### src/hw/rtl/chull_pkg.sv
// package: shared constants, types and state encoding for the convex hull block
package chull_pkg;

  localparam int MAX_POINTS = 64;
  localparam int COORD_BITS = 16;
  localparam int MIN_SET = 3;

  localparam logic [1:0] STATUS_OK = 2'd0;
  localparam logic [1:0] STATUS_FEW = 2'd1;
  localparam logic [1:0] STATUS_OVER = 2'd2;

  typedef enum logic [4:0] {
    S_LOAD,
    S_PIV_RD,
    S_PIV_CMP,
    S_ORD_INIT,
    S_SORT_I,
    S_SORT_RDA,
    S_SORT_RDB,
    S_SORT_RDC,
    S_SORT_PB,
    S_SORT_X,
    S_SORT_D,
    S_SORT_CMP,
    S_SORT_WR,
    S_SORT_WR2,
    S_SCAN_INIT,
    S_SCAN_INIT1,
    S_SCAN_INIT2,
    S_SCAN_I,
    S_SCAN_RDC,
    S_SCAN_PC,
    S_SCAN_TEST,
    S_SCAN_RDP,
    S_SCAN_RDQ,
    S_SCAN_PQ,
    S_SCAN_X,
    S_SCAN_CMP,
    S_SCAN_PUSH,
    S_EMIT_RD,
    S_EMIT_OUT,
    S_ERR_OUT
  } state_t;

  // operand select for the shared unit
  typedef enum logic [1:0] {
    OP_CROSS,
    OP_DIST
  } op_t;

endpackage

### src/hw/rtl/chull_alu.sv
// shared arithmetic unit: cross product or squared distance difference, two stages
module chull_alu #(
  parameter int COORD_BITS = chull_pkg::COORD_BITS
) (
  input  logic                         clk,
  input  chull_pkg::op_t               op,
  input  logic signed [COORD_BITS:0]   ax,
  input  logic signed [COORD_BITS:0]   ay,
  input  logic signed [COORD_BITS:0]   bx,
  input  logic signed [COORD_BITS:0]   by,
  output logic                         neg,
  output logic                         zero
);
  localparam int PW = 2 * COORD_BITS + 2;
  localparam int SW = PW + 1;

  logic signed [PW-1:0] m0, m1, m2, m3;
  logic signed [PW-1:0] p0, p1;
  logic signed [SW-1:0] res;

  // four multipliers, first two routed by operation
  always_comb begin
    if (op == chull_pkg::OP_CROSS) begin
      m0 = PW'(ax) * PW'(by);
      m1 = PW'(ay) * PW'(bx);
    end else begin
      m0 = PW'(ax) * PW'(ax);
      m1 = PW'(ay) * PW'(ay);
    end
    m2 = PW'(bx) * PW'(bx);
    m3 = PW'(by) * PW'(by);
  end

  // stage one: registered partial terms
  always_ff @(posedge clk) begin
    if (op == chull_pkg::OP_CROSS) begin
      p0 <= m0;
      p1 <= m1;
    end else begin
      p0 <= m0 + m1 - m2;
      p1 <= m3;
    end
  end

  // stage two: difference and sign
  always_comb res = SW'(p0) - SW'(p1);
  assign neg = res[SW-1];
  assign zero = (res == '0);
endmodule

### config.mk
export PLATFORM = sky130hd
export DESIGN_NAME = chull_alu
export DESIGN_NICKNAME = d
export VERILOG_FILES = /design/src/hw/rtl/chull_pkg.sv /design/src/hw/rtl/chull_alu.sv
export SDC_FILE = /design/constraint.sdc
export NUM_CORES = 2
export LEC_CHECK = 0
export BUFFER_PORTS_ARGS = -buffer_cell sky130_fd_sc_hd__buf_2
export CORE_MARGIN = 5
export CORE_UTILIZATION = 50
export CTS_CLUSTER_DIAMETER = 50
export DETAILED_ROUTE_END_ITERATION = 16
export PLACE_DENSITY = 0.65
export SYNTH_ARGS = -nofsm -noshare
export SYNTH_HDL_FRONTEND = slang
export SYNTH_SLANG_ARGS = --single-unit
### constraint.sdc
create_clock -name clk -period 21.2 [get_ports clk]
set_input_delay 2.12 -clock clk [delete_from_list [all_inputs] [get_ports clk]]
set_output_delay 2.12 -clock clk [all_outputs]
set_load 0.02 [all_outputs]
==> summary.txt <==
Drt
  – TritonRoute pass-1 iters: 6
  – Detail Route Antenna Nets: 0
  – DRC: 0
  – Vias/cell: roughly 5.2
  – Initial drt markers: around 2700
  – DR vias: 46000
  – Final WL: about 160000 um
  – Routed wire per std cell: 17.9 um

CTS
  – # H-tree levels: 3
  – Root buffer cell: clkbuf_16
  – CTS tree: yes
  – CTS clk-pin slew, worst paths: roughly 0.060 ns
  – Sink Count: roughly 70
  – Hold buffers post-CTS: 0
  – Cts repair resizes: 0
  – TritonCTS Buffers: 9
  – Post-CTS setup buffer count: 0
  – Clock Tree Buf Depth: 2

GRT
  – First-pass GRT wire length: 266000 um
  – Largest net degree at the start of global routing: 142
  – Initial antenna violation count: 4
  – GRT Total Usage: between 20% and 30%
  – Gr ovfl total: 0
  – Vias in the first global route: roughly 50000

Critical path
  – Slowest-stage cell, CP: a2111oi_0
  – Cell mode on critical path: fa_1
  – CP arrival: ~14 ns
  – CP Max Fanout: 26
  – Worst path max stage delay: between 1 and 1.5 ns
  – Startpoint class of the critical path: primary input
  – CP Capture Type: flop
  – Critical path type: primary input to flop
  – Critical path data required time: around 21 ns

Die
  – # IOs: 73
  – Initial core utilization: 50.3%
  – Die width: roughly 370 um
  – Core Region: around 130000 sq um
  – Die area: 140000 sq um
  – Cell row count: 133
  – Die H: between 300 and 400 um

Cells and area
  – Nets@finish: ~9400
  – Area growth, synth to finish: 3.37%
  – Most common cell after layout, fill and taps aside: inv_1
  – Commonest non-fill, non-tap cells in the layout: 2011 x inv_1, 1737 x fa_1, 732 x nand2_1, 569 x ha_1, 460 x and2_1
  – Share of cells above drive strength 1: between 2 and 2.5%

Status
  – Outcome: completed

Timing
  – Count of pins over their slew limit: 0
  – Worst slew pin tran: between 1 and 1.5 ns
  – Final setup fails: 0
  – Setup TNS: 0 ns
  – Period utilization: between 60% and 70%
  – Fmax: approximately 70 MHz
  – Rel. slew slack: 19.9%
  – RSZ-0062 raised after global routing: no
  – Final hold violation count: 0
  – Tmin final: 14.04 ns

Synth
  – Share of the synthesized area in the top cell type: between 50% and 60%
  – Number of flops mapped to enable cells by yosys: 0
  – Sequential share of the synthesized area: a little over 2%
  – Flops & latches, synth: 68
  – Synth area leaders: fa_1 53%, inv_1 11%, ha_1 11%, and2_1 4.3%, nand2_1 4.1%
  – Ys async rst share: 0%
  – Syn_nets: between 9000 and 10000
  – Synth area leader: fa_1
  – Syn Area/Cell: 9.21 sq um
  – Post-Syn Area: between 60000 and 70000 sq um
  – Most common flop cell mapped by yosys: dfxtp_1
  – Syn. warnings: 0
  – Post-synthesis cell count: between 7000 and 8000
  – Distinct cell type count after synthesis: 78

Run
  – Maxcap violations: 0

Place
  – Port-buffer cells: 72
  – Post-DP HPWL: about 130000 um
  – RePlAce Congestion: 0.899

Hold path
  – Worst Hold Class: primary input to flop
path summary, 6_finish.rpt:
kind | startpoint | endpoint | slack [ns] | cells after the start
worst min-delay path | by[0] | p1[0] | 2.35 | 4
worst max-delay path | by[5] | p0[33] | 7.16 | 39
Yosys cell counts (all sizes together) (4+ instances only):
| cell | instances |
|---|---|
| clkinv | 6 |
| buf | 9 |
| a31oi | 12 |
| o41ai | 4 |
| and2 | 460 |
| o21a | 35 |
| a2111oi | 7 |
| fa | 1737 |
| o211ai | 15 |
| a21boi | 24 |
| a21oi | 159 |
| clkbuf | 247 |
| mux2i | 7 |
| nor3 | 16 |
| xor2 | 80 |
| a221oi | 6 |
| nand2b | 62 |
| ha | 569 |
| a31o | 4 |
| dfxtp | 68 |
| a21o | 96 |
| o21ai | 169 |
| nand2 | 732 |
| xnor2 | 180 |
| o31ai | 16 |
| o2111ai | 10 |
| inv | 2013 |
| or3 | 12 |
| and4 | 4 |
| nor2 | 201 |
| a41oi | 7 |
| nand3 | 37 |
| o31a | 5 |
| a211o | 11 |
| nor2b | 28 |
| nand4 | 12 |
| and3 | 21 |
| o21bai | 23 |
| or2 | 14 |
| mux2 | 4 |
| nor4 | 5 |
| a211oi | 17 |
| nand3b | 4 |
cell type report:
type,count,area (sq um)
Clock buffer,11,253
Sequential cell,68,1360
Timing Repair Buffer,112,673
Multi-Input combinational cell,4847,56300
Fill cell,12200,63200
Clock inverter,5,58.8
Inverter,2019,7580
Tap cell,1755,2200
Antenna cell,2,5.00
metrics by stage:
step | std cells | util, % | hold WS (ns) | worst slack [ns] | area [sq um]
after global placement | 8801 | 51.8 | 2.72 | 7.34 | 68100
after floorplan | 7190 | - | 2.37 | 8.90 | 66200
after detailed placement | 8801 | 51.8 | 2.73 | 6.96 | 68100
after CTS | 8817 | 52.0 | 2.35 | 7.31 | 68400
final | 8819 | 52.0 | 2.35 | 7.16 | 68500
after global routing | 8818 | 52.0 | 2.41 | 6.80 | 68400
metal layers:
| metal | part of all wire, % | GRT usage [%] | vias up |
|---|---|---|---|
| li1 | - | - | 20700 |
| met1 | 43 | 33.6 | 24000 |
| met2 | 49 | 40.2 | 1139 |
| met3 | 5.7 | 2.38 | 159 |
| met4 | 2.2 | 4.27 | 0 |
| met5 | 0 | 0 | - |
critical path, delay by kind of cell:
family                   cells  cell delay, ns
buffers and inverters        9            1.17
AND/OR/NAND/NOR              4            1.42
adder cells (fa/ha/maj)     13            5.73
AO/OA/AOI/OAI               10            3.28
XOR/XNOR                     3            0.49
cells by family (layout without fill, tap and decap cells):
logic type	Yosys count	count (layout)	share of synthesized area [%]
fa+ha+maj	2306	2306	63.3
buf+inv	2275	2147	12.9
simple gates	1617	1617	11.7
compound gates	653	653	6.45
xor+xnor	260	260	3.44
flops	68	68	2.06
mux	11	11	0.174
other cells	0	2	0
flip-flops by register name, indices dropped and copies added (netlist names):
register,cells
p1,34
p0,34
Power is left out: the tool's default activity adds up to more than one toggle a clock period on the data nets, which glitch-free logic cannot reach.
