==> config.mk <==
export PLATFORM = sky130hd
export DESIGN_NAME = chull_ram
export DESIGN_NICKNAME = d
export VERILOG_FILES = /design/src/hw/rtl/chull_ram.sv
export SDC_FILE = /design/constraint.sdc
export NUM_CORES = 1
export LEC_CHECK = 0
export CORE_AREA = 10 10 203 205
export DETAILED_ROUTE_END_ITERATION = 16
export DIE_AREA = 0 0 213 215
export DONT_BUFFER_PORTS = 1
export GPL_ROUTABILITY_DRIVEN = 0
export HOLD_SLACK_MARGIN = 0.12
export PLACE_DENSITY = 0.77
export SLEW_MARGIN = 10
export SYNTH_ARGS = -nofsm -noshare
export SYNTH_HDL_FRONTEND = slang
export SYNTH_SLANG_ARGS = --single-unit
==> constraint.sdc <==
create_clock -name clk -period 2.4 [get_ports clk]
set_clock_uncertainty 0.2 [all_clocks]
set_input_delay 0.12 -clock clk [delete_from_list [all_inputs] [get_ports clk]]
set_output_delay 0.12 -clock clk [all_outputs]
set_load 0.01 [all_outputs]
==> src/hw/rtl/chull_ram.sv <==
// generic single-port-write, single-read ram with registered read
module chull_ram #(
  parameter int WIDTH = 8,
  parameter int DEPTH = 64
) (
  input  logic                     clk,
  input  logic                     we,
  input  logic [$clog2(DEPTH)-1:0] waddr,
  input  logic [WIDTH-1:0]         wdata,
  input  logic [$clog2(DEPTH)-1:0] raddr,
  output logic [WIDTH-1:0]         rdata
);
  logic [WIDTH-1:0] mem [DEPTH];

  always_ff @(posedge clk) begin
    if (we) mem[waddr] <= wdata;
    rdata <= mem[raddr];
  end
endmodule

==> run_results.csv, run 1 <==
group,metric,value,unit
setup_path,critical_path_class,"in2reg",
sta,slew_viol_final,0,
synth,syn_nets,962,
floorplanning,die_h,215,um
routing,final_antenna_net_count,0,
routing,route.final.wire_length,45760,um
synth,synth.top_cell.area_share,76.24,%
min_path,hold_path_class,"in2reg",
floorplanning,rows,71,
clock_network,cts_root_buf,"clkbuf_16",
pwr,p_clk_share,40.1,%
sta,setup_ws,0.01410,ns
pwr,power_density,791.6,mW/mm^2
pwr,intPower,14.71,mW
final_layout,diodes,0,
sta,hold_viol,0,
placement,hpwl,24540,um
synth,syn_avg_cell_area,21.45,um^2
synth,syn_area,0.02017,mm^2
routing,viasPerCell,6.355,
setup_path,rrSetupSlack,0.11,ns
floorplanning,die-area,0.04580,mm^2
setup_path,critPathArrivalTime,2.60,ns
clock_network,cts_tree,"done",
sta,final-setup-viol-count,0,
placement,io_buffer_count,0,
global_route,grt_pass1_vias,10200,
global_route,antenna_found_initial,0,
clock_network,cts.sinks,520,
global_route,track_usage,20.44,%
routing,drt-initial-drc-count,1064,
setup_path,cp-end-kind,"register",
setup_path,reg2reg_depth,5,
pwr,vdd_drop_max,0.0004742,V
synth,synth_largest_area_cell,"edfxtp_1",
final_layout,area_growth_syn_to_layout,14.90,%
clock_network,clkTransAtPathRegs,0.06,ns
sta,worst_slew_pin_slew,0.8980,ns
routing,drt_pass1_iterations,5,
clock_network,cts_buffers,49,
flow_run,maxCapViolCount,0,
synth,yosys-top-cells-area,"edfxtp_1 (76%), mux4_2 (14%), nor2_1 (1.5%)",
sta,min_period_over_period,99.41,%
final_layout,final_net_count,1081,
setup_path,crit_required,2.61,ns
setup_path,crit-reg2reg-capture,"rdata[6]",
global_route,grt_max_degree,112,
synth,yosys_most_used_dff,"edfxtp_1",
clock_network,cts.path.max_buffers,3,
pwr,p_leak,7.366,nW
pwr,swShare,19.81,%
final_layout,layout_common_cells,"edfxtp_1 (512), mux4_2 (126), nor2_1 (83)",
routing,routedWlPerCell,29.26,um
synth,ys_ff_latch,520,
min_path,hold-path-cell-count,3,
synth,yosys_warnings,0,
setup_path,startpoint,"raddr[0]",
global_route,grt_overflow_total,0,
sta,slew_headroom,39.91,%
floorplanning,initial_core_util,54.18,%
synth,ys_seq_area_share,77.03,%
placement,dp_slack,-0.1456,ns
pwr,switchingPower,3.633,mW
sta,fin_crit,2.386,ns
setup_path,rr_startpoint,"mem[17][6]",
synth,syn-instance-count,940,
setup_path,critPathMaxFanout,111,
clock_network,cts-htree-levels,2,
min_path,hold_start,"waddr[2]",
pwr,p_total,18.34,mW
pwr,power_frac_seq,55.1,%
final_layout,postLayoutCoreUtil,62.25,%
global_route,grt_pass1_wl,68570,um
floorplanning,io_pins,30,
synth,ys_async_sr_fraction,0,%
final_layout,drive_gt1_share,26.97,%
pwr,p_comb_share,4.8,%
synth,synth_edf_count,512,
routing,num_vias,9939,
floorplanning,core,0.03722,mm^2
sta,hold_ws,0.1109,ns
clock_network,post_cts_buffers,0,
clock_network,clkLatencyLatePin,0.56,ns
floorplanning,die_w,213,um
routing,drc,0,
run_status,status,"completed",
synth,ys_types,40,
min_path,hold_end,"mem[52][3]",
setup_path,start_kind,"primary input",
sta,fmax,419.1,MHz
sta,rsz0062_at_grt,"false",
final_layout,final_common_cell,"edfxtp_1",
sta,tns,0,ns
through the flow:
stage               area, um^2  cells
finish                   23170   1564
global route             23170   1564
CTS                      23170   1564
detailed placement       21010   1438
global placement         21010   1438
floorplan                20170    940
area by class of cell:
type,instances,area [um^2]
Tap cell,474,593.1
Multi-Input combinational cell,369,4337
Clock buffer,62,1275
Fill cell,2436,14050
Clock inverter,20,220.2
Timing Repair Buffer,119,1211
Sequential cell,520,15530
worst max-delay path by stage:
stage / end / slack (ns) / depth (start not counted)
detailed placement: rdata[2] / -0.15 / 4
global route: rdata[3] / 0.002 / 5
global placement: rdata[2] / -0.09 / 4
floorplan: rdata[3] / 0.41 / 7
finish: rdata[3] / 0.01 / 5
CTS: rdata[3] / 0.06 / 5
cell families after synthesis:
| family | after synthesis | share of synthesized area, % |
|---|---|---|
| and+or+nand+nor | 153 | 3.387 |
| AOI/OAI and AO/OA | 54 | 2.072 |
| DFF | 520 | 77.03 |
| buffers and inverters | 51 | 1.570 |
| muxes | 162 | 15.94 |
power by group through the flow:
| stage | Combinational (mW) | Sequential, mW | Clock (mW) |
|---|---|---|---|
| 2_1_floorplan | 0.536 | 10.3 | 0 |
| 3_3_place_gp | 0.513 | 10.3 | 0 |
| 3_5_place_dp | 0.519 | 10.3 | 0 |
| 4_1_cts | 0.885 | 10.1 | 7.43 |
| 5_1_grt | 0.932 | 10.1 | 7.80 |
| 6_report | 0.884 | 10.1 | 7.36 |
repair_timing:
action | CTS | global route
resized for setup | 3 | 2
endpoints found under the setup margin | 3 | 13
endpoints found under the hold margin | 1032 | 0
hold buffers | 44 | 0
worst max-delay path: stages:
cell and delay, ns:
dlygate4sd3_1 0.96, mux4_2 0.58, mux4_2 0.49, o21ai_1 0.24, o41ai_1 0.12
state kept, by name, summed over array words and instances (netlist names):
register  count
rdata         8
mem         512
synthesized netlist by cell type, types with 6 or more instances:
cell type / n
a221oi_1: 6
buf_2: 11
buf_4: 13
clkbuf_1: 17
dfxtp_1: 8
edfxtp_1: 512
mux2_2: 13
mux2i_1: 23
mux4_2: 126
nand2_1: 19
nand2b_1: 7
nand3_1: 13
nor2_1: 83
nor2b_1: 14
nor3_1: 7
o221ai_1: 8
o22ai_1: 8
metal layers:
| metal | vias up | wire length (um) | GRT usage [%] |
|---|---|---|---|
| met5 | - | 0 | 0 |
| met4 | 0 | 1368 | 6.284 |
| met3 | 94 | 3747 | 4.002 |
| met2 | 480 | 22970 | 33.24 |
| met1 | 5211 | 17670 | 27.47 |
| li1 | 4154 | - | - |
Note: power is estimated with default switching activity, not from simulation.
==> inputs of run 2 (changes only) <==
PLACE_DENSITY = not set   (was 0.77)
PLACE_DENSITY_LB_ADDON = 0.08   (was not set)
==> run_results.csv, run 2 (synthesis gave the netlist of run 1 again) <==
group,metric,value,unit
final_layout,postLayoutCoreUtil,63.05,%
final_layout,multiInputGateArea,0.004347,mm^2
clock_network,clkTransAtPathRegs,0.06,ns
sta,slew_viol_final,0,
setup_path,critical_path_class,"reg2reg",
clock_network,cts-htree-levels,2,
routing,drt_pass1_iterations,5,
pwr,switchingPower,3.788,mW
clock_network,clkLatencyLatePin,0.59,ns
clock_network,cts.sinks,520,
global_route,grt_overflow_total,0,
routing,drc,0,
routing,viasPerCell,6.233,
global_route,grt_pass1_vias,10270,
clock_network,cts_buffers,52,
floorplanning,rows,71,
routing,route.final.wire_length,46150,um
final_layout,largest_registers,"mem (512), rdata (8)",
floorplanning,io_pins,30,
sta,rsz0062_at_grt,"false",
floorplanning,die_h,215,um
pwr,p_total,19.15,mW
final_layout,final_net_count,1090,
routing,routedWlPerCell,29.16,um
final_layout,layout_common_cells,"edfxtp_1 (512), mux4_2 (126), nor2_1 (81)",
setup_path,critPathArrivalTime,2.58,ns
clock_network,cts_tree,"done",
pwr,power_frac_seq,52.7,%
sta,min_period_over_period,97.65,%
sta,fmax,426.7,MHz
sta,worst_slew_pin_slew,0.7213,ns
final_layout,area_growth_syn_to_layout,16.38,%
setup_path,crit_required,2.64,ns
flow_run,maxCapViolCount,0,
sta,hold_ws,0.08669,ns
setup_path,start_kind,"register",
routing,final_antenna_net_count,0,
pwr,power_density,816.1,mW/mm^2
final_layout,nFillCells,2514,
sta,final-setup-viol-count,0,
placement,io_buffer_count,0,
final_layout,largest_reg_flops,512,
final_layout,drive_gt1_share,28.16,%
pwr,swShare,19.78,%
run_status,status,"completed",
pwr,intPower,15.37,mW
min_path,hold_path_class,"in2reg",
clock_network,post_cts_buffers,0,
global_route,antenna_found_initial,2,
setup_path,critPathMaxFanout,1,
pwr,p_leak,7.506,nW
routing,drt-initial-drc-count,870,
pwr,p_clk_share,42.7,%
floorplanning,die_w,213,um
setup_path,cp-end-kind,"register",
clock_network,cts.path.max_buffers,3,
pwr,vdd_drop_max,0.0006581,V
placement,hpwl,25610,um
global_route,track_usage,20.63,%
floorplanning,die-area,0.04580,mm^2
final_layout,largest-register,"mem",
floorplanning,initial_core_util,54.18,%
final_layout,regArea,0.01553,mm^2
final_layout,final_common_cell,"edfxtp_1",
global_route,grt_pass1_wl,68320,um
floorplanning,core,0.03722,mm^2
pwr,p_comb_share,4.6,%
clock_network,cts_root_buf,"clkbuf_16",
sta,hold_viol,0,
sta,fin_crit,2.344,ns
sta,tns,0,ns
global_route,grt_max_degree,138,
routing,num_vias,9867,
sta,slew_headroom,51.92,%
[run 2: cell types whose count changed in the layout (fill, tap and decap cells not counted), sizes merged, moves of 2 or more]
cell	delta
bufinv	+3
clkbuf	+2
clkinv	+6
dlygate4sd3	+5
[run 2: critical path, cell delays in order (launching register included)]
cell	delay, ns
edfxtp_1	0.37
mux4_2	0.51
mux4_2	0.50
o21ai_0	0.50
nand2_1	0.12
[run 2: worst paths after layout]
path,slack (ns),to,cells after the start,startpoint
hold reg to reg,0.70,rdata[0],4,mem[34][0]
hold / removal,0.09,rdata[7],5,raddr[2]
setup / recovery,0.06,rdata[7],4,mem[55][7]
setup reg to reg,0.06,rdata[7],4,mem[55][7]
[run 2: final cells by class]
class,count,area share (%)
Antenna cell,1,0.01066
Sequential cell,520,66.19
Timing Repair Buffer,125,5.406
Clock inverter,30,1.477
Clock buffer,64,5.869
Multi-Input combinational cell,369,18.52
Tap cell,474,2.527
[run 2: power by group through the flow]
stage,registers [mW],clock network [mW],logic (mW)
after detailed placement,10.3,0,0.530
after CTS,10.1,8.33,0.873
after global routing,10.1,8.71,0.939
after global placement,10.3,0,0.528
final,10.1,8.18,0.888
after floorplan,10.3,0,0.536
[run 2: through the flow]
| stage | instance area, um^2 | setup slack [ns] | instances |
|---|---|---|---|
| after floorplan | 20170 | 0.4123 | 940 |
| final | 23470 | 0.05637 | 1583 |
| after CTS | 23400 | 0.01010 | 1579 |
| after detailed placement | 21010 | -0.02892 | 1439 |
| after global placement | 21010 | 0.003326 | 1439 |
| after global routing | 23470 | 0.0001101 | 1582 |
[run 2: repair_timing]
| action | in CTS | in global routing |
|---|---|---|
| hold buffers | 46 | 4 |
| setup endpoints to repair | 2 | 32 |
| resized for setup | 2 | 6 |
| hold endpoints to repair | 1032 | 6 |
[run 2: per-layer routing]
layer | GRT usage, % | share of wire, %
met2 | 32.44 | 49
met5 | 0 | 0.028
met3 | 4.672 | 7.4
met4 | 5.927 | 2.4
met1 | 28.52 | 41
==> inputs of run 3 (changes only) <==
RECOVER_POWER = 25   (was not set)
==> run_results.csv, run 3 (synthesis gave the netlist of run 1 again) <==
group,metric,value,unit
pwr,intPower,15.35,mW
sta,rsz0062_at_grt,"false",
setup_path,rr_startpoint,"mem[55][7]",
final_layout,final_net_count,1090,
floorplanning,rows,71,
floorplanning,initial_core_util,54.18,%
clock_network,cts_tree,"done",
floorplanning,core,0.03722,mm^2
floorplanning,die_w,213,um
routing,viasPerCell,6.231,
global_route,grt_pass1_vias,10270,
routing,final_antenna_net_count,0,
clock_network,cts.path.max_buffers,3,
routing,route.final.wire_length,46310,um
clock_network,clkTransAtPathRegs,0.06,ns
setup_path,cp_slowest_cell,"mux4_2",
routing,drc,0,
floorplanning,die-area,0.04580,mm^2
setup_path,startpoint,"mem[55][7]",
pwr,power_density,821.0,mW/mm^2
sta,fmax,424.6,MHz
sta,slew_headroom,2.615,%
clock_network,clkLatencyLatePin,0.59,ns
sta,final-setup-viol-count,0,
sta,min_period_over_period,98.13,%
routing,drt_pass1_iterations,5,
placement,io_buffer_count,0,
setup_path,critPathMaxFanout,1,
final_layout,final_common_cell,"edfxtp_1",
floorplanning,die_h,215,um
routing,routedWlPerCell,29.27,um
final_layout,drive_gt1_share,28.16,%
setup_path,critPathArrivalTime,2.59,ns
setup_path,crit_required,2.64,ns
placement,place_area,0.02101,mm^2
setup_path,critPathTopFamily,"multiplexers",
pwr,p_leak,7.447,nW
final_layout,layout_common_cells,"edfxtp_1 (512), mux4_2 (126), nor2_1 (81)",
setup_path,start_kind,"register",
pwr,switchingPower,3.790,mW
flow_run,maxCapViolCount,0,
setup_path,cp_cell_sequence,"mux4_2, mux4_2, o21ai_0, nand2_1",
global_route,grt_overflow_total,0,
sta,hold_viol,0,
run_status,status,"completed",
final_layout,diodes,0,
clock_network,cts_root_buf,"clkbuf_16",
final_layout,largest-register,"mem",
final_layout,largest_registers,"mem (512), rdata (8)",
setup_path,critical_path_class,"reg2reg",
placement,hpwl,25610,um
pwr,p_comb_share,4.5,%
global_route,grt_pass1_wl,68320,um
pwr,vdd_drop_max,0.0006610,V
final_layout,nFillCells,2532,
setup_path,crit_top_cell,"mux4_2",
pwr,p_total,19.14,mW
routing,num_vias,9858,
clock_network,cts-htree-levels,2,
setup_path,critPathBufInv,0,
sta,slew_viol_final,0,
global_route,antenna_found_initial,2,
final_layout,post-route-cell-area,0.02331,mm^2
floorplanning,io_pins,30,
routing,drt-initial-drc-count,864,
clock_network,cts.sinks,520,
global_route,track_usage,20.63,%
sta,tns,0,ns
setup_path,cp-end-kind,"register",
min_path,hold_path_class,"in2reg",
pwr,power_frac_seq,52.8,%
setup_path,cpPeakStageDelay,0.51,ns
sta,fin_crit,2.355,ns
clock_network,cts_buffers,52,
global_route,grt_max_degree,138,
final_layout,area_growth_syn_to_layout,15.59,%
min_path,hold_start,"raddr[2]",
pwr,p_clk_share,42.8,%
sta,worst_slew_pin_slew,1.461,ns
final_layout,largest_reg_flops,512,
pwr,swShare,19.81,%
==> run 3: changes by cell type in the layout (fill, tap and decap cells not counted), sizes merged <==
| cell | before | now |
|---|---|---|
| clkbuf | 64 | 71 |
| diode | 1 | 0 |
| buf | 89 | 82 |
==> run 3: what timing repair did <==
item	4_1_cts	5_1_grt
hold buffers	46	4
endpoints found under the hold margin	1032	6
endpoints found under the setup margin	2	32
resized for setup	2	6
buffers inserted	0	0
==> run 3: per-layer routing <==
metal,wire (um),track usage (%),part of all wire [%]
met4,1105,5.927,2.4
met5,13,0,0.028
met3,3643,4.672,7.9
met1,18820,28.52,41
met2,22730,32.44,49
==> run 3: worst min-delay path, delay by kind of cell <==
kind,cells,cell delay [ns]
and+or+nand+nor,1,0.05
buffers and inverters,2,0.40
AOI/OAI and AO/OA,2,0.24
==> run 3: power by group through the flow <==
stage / combinational (mW) / clock, mW / sequential, mW
final: 0.853 / 8.18 / 10.1
after global routing: 0.904 / 8.71 / 10.1
after CTS: 0.873 / 8.33 / 10.1
after detailed placement: 0.530 / 0 / 10.3
after global placement: 0.528 / 0 / 10.3
after floorplan: 0.536 / 0 / 10.3
==> run 3: layout make-up <==
type	instances	area [um^2]	share of cell area [%]
Clock buffer	64	1378	5.910
Clock inverter	30	346.6	1.487
Multi-Input combinational cell	369	4347	18.65
Sequential cell	520	15530	66.65
Tap cell	474	593.1	2.544
Timing Repair Buffer	125	1111	4.767
==> run 3: final timing paths <==
kind / endpoint / slack (ns) / cells past startpoint
max: rdata[7] / 0.04 / 4
max reg2reg: rdata[7] / 0.04 / 4
min: rdata[7] / 0.09 / 5
min reg2reg: rdata[0] / 0.70 / 4
==> run 3: per-stage QoR <==
stage | utilization (%) | cells | hold slack, ns | setup WS, ns
6_report | 62.62 | 1582 | 0.09150 | 0.04485
5_1_grt | 62.62 | 1582 | 0.1257 | 0.0001101
4_1_cts | 62.88 | 1579 | -0.1019 | 0.01010
3_5_place_dp | 56.46 | 1439 | 0.02756 | -0.02892
3_3_place_gp | 56.46 | 1439 | 0.02856 | 0.003326
2_1_floorplan | - | 940 | 0.01887 | 0.4123
